[src/sv/glbp_pkg.sv]
package glbp_pkg;

  localparam int BYTE_BITS    = 8;
  localparam int BYTE_W       = 8;
  localparam int BPP_W        = 4;
  localparam int FREE_W       = 4;

  // output queue: up to two words are pushed per pixel
  localparam int FIFO_DEPTH   = 4;
  localparam int PTR_W        = $clog2(FIFO_DEPTH);
  localparam int CNT_W        = $clog2(FIFO_DEPTH + 1);
  localparam int PUSH_W       = 2;

  localparam logic [BPP_W-1:0]  BPP_RESET  = BPP_W'(BYTE_BITS);
  localparam logic [FREE_W-1:0] FREE_RESET = FREE_W'(BYTE_BITS);

  typedef struct packed {
    logic [BYTE_W-1:0] packed_byte;
    logic              last_byte;
  } out_word_t;

  typedef struct packed {
    logic [PUSH_W-1:0] num;
    out_word_t         w0;
    out_word_t         w1;
  } pack_res_t;

  typedef struct packed {
    logic [CNT_W-1:0] count;
    logic             room;
  } fifo_stat_t;

endpackage

[src/sv/gray_level_bit_packer.sv]
// Gray level bit packer.
// Input channel (in_valid/in_ready): one 8-bit gray pixel per word, with
// in_last_pixel marking the final pixel of an image. Each pixel is cut to
// cfg_wr_data bits (0 acts as 1, above 8 acts as 8) by dropping low bits; a
// nonzero pixel never packs as zero. Codes are packed MSB-first into bytes.
// Output channel (out_valid/out_ready): one packed byte per word; the final
// byte of an image carries out_last_byte, a partial byte is flushed with
// zero low bits. A pixel yields zero, one or two words.
// Configuration: pulse cfg_wr_en with the width; write only while idle.
// Path: an accepted pixel is held in the input register; the pack step then
// queues its words once the output queue has room for two, and out_valid is set from the registered queue count.
// Throughput: one pixel per cycle while the output queue has room; the
// output port drains one word per cycle while out_ready is high, and only
// the last pixel of an image can produce two words.
// Reset (rst_n, synchronous): empties the input register and the four-entry
// output queue, clears the partial byte and sets the width to 8.
// Receiver stall: words wait in the output queue; once it has fewer than two
// free entries the input register holds and in_ready drops.
module gray_level_bit_packer (
  input  logic                         clk,
  input  logic                         rst_n,
  input  logic                         in_valid,
  output logic                         in_ready,
  input  logic [glbp_pkg::BYTE_W-1:0]  in_pixel,
  input  logic                         in_last_pixel,
  output logic                         out_valid,
  input  logic                         out_ready,
  output logic [glbp_pkg::BYTE_W-1:0]  out_packed_byte,
  output logic                         out_last_byte,
  input  logic                         cfg_wr_en,
  input  logic [glbp_pkg::BPP_W-1:0]   cfg_wr_data
);
  import glbp_pkg::*;

  logic [BPP_W-1:0]  bpp_r, bpp_nxt;
  logic              s1_valid_r, s1_valid_nxt;
  logic [BYTE_W-1:0] s1_pixel_r;
  logic              s1_last_r;
  logic              fire;
  logic              in_fire;
  pack_res_t         res;
  out_word_t         head;
  fifo_stat_t        fstat;

  // advance the held pixel only when the queue can take two words
  assign fire     = s1_valid_r && fstat.room;
  assign in_ready = !s1_valid_r || fire;
  assign in_fire  = in_valid && in_ready;

  always_comb begin
    bpp_nxt      = cfg_wr_en ? cfg_wr_data : bpp_r;
    s1_valid_nxt = in_fire || (s1_valid_r && !fire);
  end

  always_ff @(posedge clk) begin
    if (!rst_n) begin
      bpp_r      <= BPP_RESET;
      s1_valid_r <= 1'b0;
    end else begin
      bpp_r      <= bpp_nxt;
      s1_valid_r <= s1_valid_nxt;
    end
  end

  // input register payload: load on accept, hold otherwise
  always_ff @(posedge clk) begin
    if (in_fire) begin
      s1_pixel_r <= in_pixel;
      s1_last_r  <= in_last_pixel;
    end
  end

  glbp_pack_unit u_pack (
    .clk        (clk),
    .rst_n      (rst_n),
    .fire       (fire),
    .bpp        (bpp_r),
    .pixel      (s1_pixel_r),
    .last_pixel (s1_last_r),
    .res        (res)
  );

  glbp_out_fifo u_fifo (
    .clk       (clk),
    .rst_n     (rst_n),
    .push      (res),
    .push_en   (fire),
    .out_ready (out_ready),
    .out_valid (out_valid),
    .out_word  (head),
    .stat      (fstat)
  );

  assign out_packed_byte = head.packed_byte;
  assign out_last_byte   = head.last_byte;

`ifndef SYNTH
  // queue never overfills
  a_fifo_bound: assert property (@(posedge clk) disable iff (!rst_n)
    fstat.count <= CNT_W'(FIFO_DEPTH))
    else $error("output queue over depth");

  // a last pixel always pushes at least one word
  a_last_pushes: assert property (@(posedge clk) disable iff (!rst_n)
    fire && s1_last_r |-> res.num != '0)
    else $error("last pixel produced no word");

  // a second word is only ever the marked flush byte
  a_second_last: assert property (@(posedge clk) disable iff (!rst_n)
    fire && res.num == PUSH_W'(2) |-> s1_last_r && res.w1.last_byte)
    else $error("two words pushed without last pixel");

  // reset empties the output side
  a_reset_empty: assert property (@(posedge clk)
    !rst_n |=> !out_valid && !s1_valid_r)
    else $error("output not empty after reset");
`endif

endmodule

[src/sv/glbp_pack_unit.sv]
module glbp_pack_unit (
  input  logic                          clk,
  input  logic                          rst_n,
  input  logic                          fire,
  input  logic [glbp_pkg::BPP_W-1:0]    bpp,
  input  logic [glbp_pkg::BYTE_W-1:0]   pixel,
  input  logic                          last_pixel,
  output glbp_pkg::pack_res_t           res
);
  import glbp_pkg::*;

  logic [BYTE_W-1:0] partial_r, partial_nxt;
  logic [FREE_W-1:0] free_r, free_nxt;

  logic [FREE_W-1:0] width;
  logic [FREE_W-1:0] nf;
  logic [FREE_W-1:0] over;
  logic [BYTE_W-1:0] code;
  logic [BYTE_W-1:0] acc;
  logic [BYTE_W-1:0] byte_a;
  logic              emit_a;
  logic              flush;
  logic [2*BYTE_W-1:0] code_sh;

  always_comb begin
    // clamp width to 1..8
    if (bpp == '0) begin
      width = FREE_W'(1);
    end else if (bpp > BPP_W'(BYTE_BITS)) begin
      width = FREE_W'(BYTE_BITS);
    end else begin
      width = bpp;
    end

    // reduce pixel; keep nonzero pixels nonzero
    code = pixel >> (FREE_W'(BYTE_BITS) - width);
    if (pixel != '0 && code == '0) begin
      code = BYTE_W'(1);
    end

    over    = '0;
    emit_a  = 1'b0;
    byte_a  = '0;
    code_sh = '0;
    if (width <= free_r) begin
      nf      = free_r - width;
      code_sh = {{BYTE_W{1'b0}}, code} << nf;
      acc     = partial_r | code_sh[BYTE_W-1:0];
      if (nf == '0) begin
        emit_a = 1'b1;
        byte_a = acc;
        acc    = '0;
        nf     = FREE_W'(BYTE_BITS);
      end
    end else begin
      // code straddles: high part closes this byte, low part opens the next
      over    = width - free_r;
      emit_a  = 1'b1;
      byte_a  = partial_r | (code >> over);
      nf      = FREE_W'(BYTE_BITS) - over;
      code_sh = {{BYTE_W{1'b0}}, code} << nf;
      acc     = code_sh[BYTE_W-1:0];
    end

    flush = last_pixel && (nf != FREE_W'(BYTE_BITS));

    res = '0;
    if (emit_a) begin
      res.w0.packed_byte = byte_a;
      res.w0.last_byte   = last_pixel && !flush;
      res.w1.packed_byte = acc;
      res.w1.last_byte   = 1'b1;
      res.num            = flush ? PUSH_W'(2) : PUSH_W'(1);
    end else if (flush) begin
      res.w0.packed_byte = acc;
      res.w0.last_byte   = 1'b1;
      res.num            = PUSH_W'(1);
    end

    partial_nxt = partial_r;
    free_nxt    = free_r;
    if (fire) begin
      if (last_pixel) begin
        partial_nxt = '0;
        free_nxt    = FREE_RESET;
      end else begin
        partial_nxt = acc;
        free_nxt    = nf;
      end
    end
  end

  always_ff @(posedge clk) begin
    if (!rst_n) begin
      partial_r <= '0;
      free_r    <= FREE_RESET;
    end else begin
      partial_r <= partial_nxt;
      free_r    <= free_nxt;
    end
  end

endmodule

[src/sv/glbp_out_fifo.sv]
module glbp_out_fifo (
  input  logic                         clk,
  input  logic                         rst_n,
  input  glbp_pkg::pack_res_t          push,
  input  logic                         push_en,
  input  logic                         out_ready,
  output logic                         out_valid,
  output glbp_pkg::out_word_t          out_word,
  output glbp_pkg::fifo_stat_t         stat
);
  import glbp_pkg::*;

  out_word_t         mem_r [FIFO_DEPTH];
  logic [PTR_W-1:0]  wr_ptr_r, wr_ptr_nxt;
  logic [PTR_W-1:0]  rd_ptr_r, rd_ptr_nxt;
  logic [CNT_W-1:0]  count_r, count_nxt;
  logic [PUSH_W-1:0] num;
  logic              pop;
  logic [PTR_W-1:0]  wr_ptr_p1;

  assign num       = push_en ? push.num : '0;
  assign out_valid = (count_r != '0);
  assign pop       = out_valid && out_ready;
  assign out_word  = mem_r[rd_ptr_r];
  assign wr_ptr_p1 = wr_ptr_r + PTR_W'(1);

  assign stat.count = count_r;
  assign stat.room  = (count_r <= CNT_W'(FIFO_DEPTH - 2));

  always_comb begin
    wr_ptr_nxt = wr_ptr_r + PTR_W'(num);
    rd_ptr_nxt = rd_ptr_r + PTR_W'(pop);
    count_nxt  = count_r + CNT_W'(num) - CNT_W'(pop);
  end

  always_ff @(posedge clk) begin
    if (!rst_n) begin
      wr_ptr_r <= '0;
      rd_ptr_r <= '0;
      count_r  <= '0;
    end else begin
      wr_ptr_r <= wr_ptr_nxt;
      rd_ptr_r <= rd_ptr_nxt;
      count_r  <= count_nxt;
    end
  end

  always_ff @(posedge clk) begin
    if (num != '0) begin
      mem_r[wr_ptr_r] <= push.w0;
    end
    if (num == PUSH_W'(2)) begin
      mem_r[wr_ptr_p1] <= push.w1;
    end
  end

endmodule

[config.mk]
export PLATFORM = sky130hd
export DESIGN_NAME = gray_level_bit_packer
export DESIGN_NICKNAME = d
export VERILOG_FILES = /design/src/sv/glbp_pkg.sv /design/src/sv/gray_level_bit_packer.sv /design/src/sv/glbp_pack_unit.sv /design/src/sv/glbp_out_fifo.sv
export SDC_FILE = /design/constraint.sdc
export NUM_CORES = 1
export LEC_CHECK = 0
export BUFFER_PORTS_ARGS = -buffer_cell sky130_fd_sc_hd__buf_2
export CAP_MARGIN = 30
export CORE_ASPECT_RATIO = 2
export CORE_MARGIN = 1
export CORE_UTILIZATION = 23
export CTS_CLUSTER_DIAMETER = 200
export DETAILED_ROUTE_END_ITERATION = 8
export PLACE_DENSITY = 0.44
export SKIP_CTS_REPAIR_TIMING = 1
export SYNTH_ARGS = -nofsm -noshare
export SYNTH_HDL_FRONTEND = slang
export SYNTH_SLANG_ARGS = --single-unit
[constraint.sdc]
create_clock -name clk -period 5.5 [get_ports clk]
set_clock_uncertainty 0.2 [all_clocks]
set_input_delay 0.55 -clock clk [delete_from_list [all_inputs] [get_ports clk]]
set_output_delay 0.55 -clock clk [all_outputs]
set_load 0.02 [all_outputs]
==> results.sh <==
export IMPL_crit_required_ps=5260
export IMPL_rsz0062_at_grt="false"
export IMPL_drt_wirelength_per_cell_microns=20.8
export IMPL_slew_viol_final=0
export IMPL_fin_crit_sh_pct=91.3
export IMPL_finalWirelength_microns=18000
export IMPL_synth_edf_count=45
export IMPL_dp_slack_ps=435
export IMPL_multi_input_area_sq_mm=0.00316
export IMPL_core_area_sq_mm=0.0223
export IMPL_cts_tree="built"
export IMPL_outcome="finished, final reports clean"
export IMPL_clock_sinks=69
export IMPL_cp_end_kind="flip-flop"
export IMPL_dieWidth_microns=109
export IMPL_cts_made_buffers=9
export IMPL_powerDensity_mw_per_mm2=414
export IMPL_vias=4566
export IMPL_critPathMaxFanout=9
export IMPL_syn_area_sq_mm=0.00525
export IMPL_ys_ff_latch=69
export IMPL_htreeDepth=3
export IMPL_cp_top_family="simple AND/OR/NAND/NOR gates"
export IMPL_finalWeightedCongestion=0.978
export IMPL_finalHoldViolations=0
export IMPL_antenna_found_initial=0
export IMPL_p_int_mw=1.48
export IMPL_rows=77
export IMPL_maxCapViolCount=0
export IMPL_final_cell_mix="51 x nand2_1, 45 x edfxtp_1, 32 x a21oi_1"
export IMPL_regArea_sq_mm=0.00183
export IMPL_path_class="flip-flop to flip-flop"
export IMPL_clkPwrFrac_pct=23.6
export IMPL_final_fill_count=2335
export IMPL_synthArstFlopShare_pct=0
export IMPL_grt_overflow=0
export IMPL_fin_ws_ps=479
export IMPL_clk_insertion_delay_late_ps=340
export IMPL_grt_max_degree=25
export IMPL_slowest_stage="a2111oi_0"
export IMPL_path_clk_slew_ps=60
export IMPL_ys_types=88
export IMPL_vias_per_cell=5.25
export IMPL_ant_nets=0
export IMPL_cp_start_kind="flip-flop"
export IMPL_start_util_pct=23.6
export IMPL_slowest_delay_ps=670
export IMPL_switching_share_pct=41.3
export IMPL_drt_initial_drc_count=256
export IMPL_die_y_microns=216
export IMPL_syn_instance_count=551
export IMPL_dieArea_sq_mm=0.0235
export IMPL_io_pins=29
export IMPL_relSlewSlack_pct=42.3
export IMPL_fin_setup_tns_ps=0
export IMPL_ys_warn_count=0
export IMPL_cellLeakagePower_nw=2.28
export IMPL_setup_violations=0
export IMPL_path_buf_inv=1
export IMPL_crit_chain="o21ba_4 > nor2_4 > inv_2 > ha_1 > fa_1 > xor2_2 > nand3_1 > xor3_1 > nor2_1 > a2111oi_0 > nor2b_1 > ha_1 > mux2_2 > nand2_1 > nor2_1"
export IMPL_p_switching_mw=1.05
export IMPL_grt_pass1_wl_microns=27800
export IMPL_period_needed_ps=5020
export IMPL_nets=624
export IMPL_syn_area_per_cell_sq_um=9.52
export IMPL_combinationalPowerShare_pct=48.3
export IMPL_worst_pin_slew_ps=862
export IMPL_area_growth_pct=16.5
export IMPL_clockBufferDepth=2
export IMPL_worstHoldPathType="input pin to flip-flop"
export IMPL_drt_pass1_iter_count=6
export IMPL_synth_ff_type="edfxtp_1"
export IMPL_pwr_share_seq_pct=28.1
export IMPL_grt_usage_pct=16.2
export IMPL_root_buffer="clkbuf_16"
export IMPL_diodes=0
export IMPL_yosysSeqAreaShare_pct=34.9
export IMPL_syn_nets=587
export IMPL_dp_hpwl_microns=14700
export IMPL_grt_pass1_vias=4742
export IMPL_power_mw=2.53
export IMPL_place_port_buffers=28
export IMPL_crit_arrival_ps=4790
export IMPL_drcViolationCount=0
export IMPL_final_common_cell="nand2_1"
export IMPL_drive_above_1_share_pct=20.2
export IMPL_ir_drop_uv=148
export IMPL_fmax_ghz=0.199
## sequential cells by signal, summed over array words and instances, names as in the netlist
register          count
s1_last_r             1
s1_valid_r            1
u_fifo.mem_r         36
s1_pixel_r            8
u_pack.partial_r      8
u_pack.free_r         4
u_fifo.rd_ptr_r       2
bpp_r                 4
u_fifo.wr_ptr_r       2
u_fifo.count_r        3
## worst reg2reg max path: stages, from the launching register on
cell	delay, ps
dfxtp_1	350
o21ba_4	280
nor2_4	100
inv_2	50
ha_1	200
fa_1	460
xor2_2	300
nand3_1	170
xor3_1	370
nor2_1	70
a2111oi_0	680
nor2b_1	110
ha_1	340
mux2_2	240
nand2_1	50
nor2_1	660
## kinds of logic (layout without fill, tap and decap cells)
family          Yosys count  in the layout  share of synthesized area, %
fa+ha+maj                18             18                          4.72
mux                      35             35                          9.18
flops                    69             69                          34.9
simple gates            191            191                          19.5
compound gates          159            159                          22.7
buf+inv                  60            102                          5.01
xor+xnor                 19             19                          3.96
## metal layers
metal | part of all wire (%) | up-vias | global-route usage (%)
met5 | 0 | - | 0
met4 | 6.0 | 0 | 11.3
met3 | 3.2 | 57 | 2.08
met2 | 60 | 145 | 32.8
met1 | 31 | 2208 | 13.6
li1 | - | 2156 | -
## power groups by stage
stage	Combinational, mW	Sequential (mW)	Clock (mW)
after global placement	1.20	0.722	0
after global routing	1.33	0.721	0.623
after floorplan	0.851	0.680	0
final	1.22	0.711	0.598
after CTS	1.22	0.714	0.608
after detailed placement	1.21	0.725	0
## synth_stat cells (all sizes together), types with 3 or more instances
master | instances | area share, %
o221ai | 5 | 0.83
a21boi | 5 | 0.72
a21oi | 34 | 3.4
buf | 10 | 1.4
o211ai | 10 | 1.4
o211a | 3 | 0.57
a21o | 7 | 1.0
o311ai | 3 | 0.50
nor4 | 5 | 0.60
and3 | 6 | 0.72
a211oi | 14 | 2.7
o21ai | 29 | 2.8
inv | 26 | 1.9
nor3 | 13 | 1.3
a221oi | 3 | 0.62
or2 | 6 | 0.72
nand3 | 27 | 2.7
xnor2 | 11 | 2.2
clkbuf | 23 | 1.6
a32oi | 5 | 0.83
mux4 | 10 | 4.4
a31oi | 5 | 1.0
nor3b | 5 | 0.72
nand4 | 3 | 0.36
mux2i | 23 | 4.4
ha | 15 | 3.6
xor2 | 7 | 1.3
o31ai | 8 | 1.6
edfxtp | 45 | 26
o21a | 3 | 0.43
nor2 | 25 | 1.9
nand2 | 51 | 3.6
nor2b | 12 | 1.6
fa | 3 | 1.1
dfxtp | 24 | 9.2
a22oi | 9 | 1.4
nand2b | 12 | 1.4
and2 | 11 | 1.3
or3 | 3 | 0.36
## area by class of cell
class / count / share of cell area (%)
multi-input combinational: 422 / 51.7
timing repair buffer: 59 / 6.10
clock inverter: 6 / 1.02
inverter: 27 / 1.70
sequential: 69 / 30.0
clock buffer: 10 / 3.91
tap: 276 / 5.65
## metrics by stage
step	cell area (sq um)	hold WS, ps	util (%)	cells
6_report	6110	179	27.5	869
5_1_grt	6110	177	27.5	869
4_1_cts	6110	174	27.5	869
3_5_place_dp	5810	285	26.1	853
3_3_place_gp	5810	283	26.1	853
2_1_floorplan	5250	241	-	551
## path summary, 6_finish.rpt
path,depth (start not counted),slack (ps),from,end
max,15,480,bpp_r[1],u_fifo.mem_r[1][3]
min reg2reg,2,300,u_pack.partial_r[1],u_pack.partial_r[1]
min,1,180,in_pixel[5],s1_pixel_r[5]
max reg2reg,15,480,bpp_r[1],u_fifo.mem_r[1][3]
(Power assumes the default switching activity.)
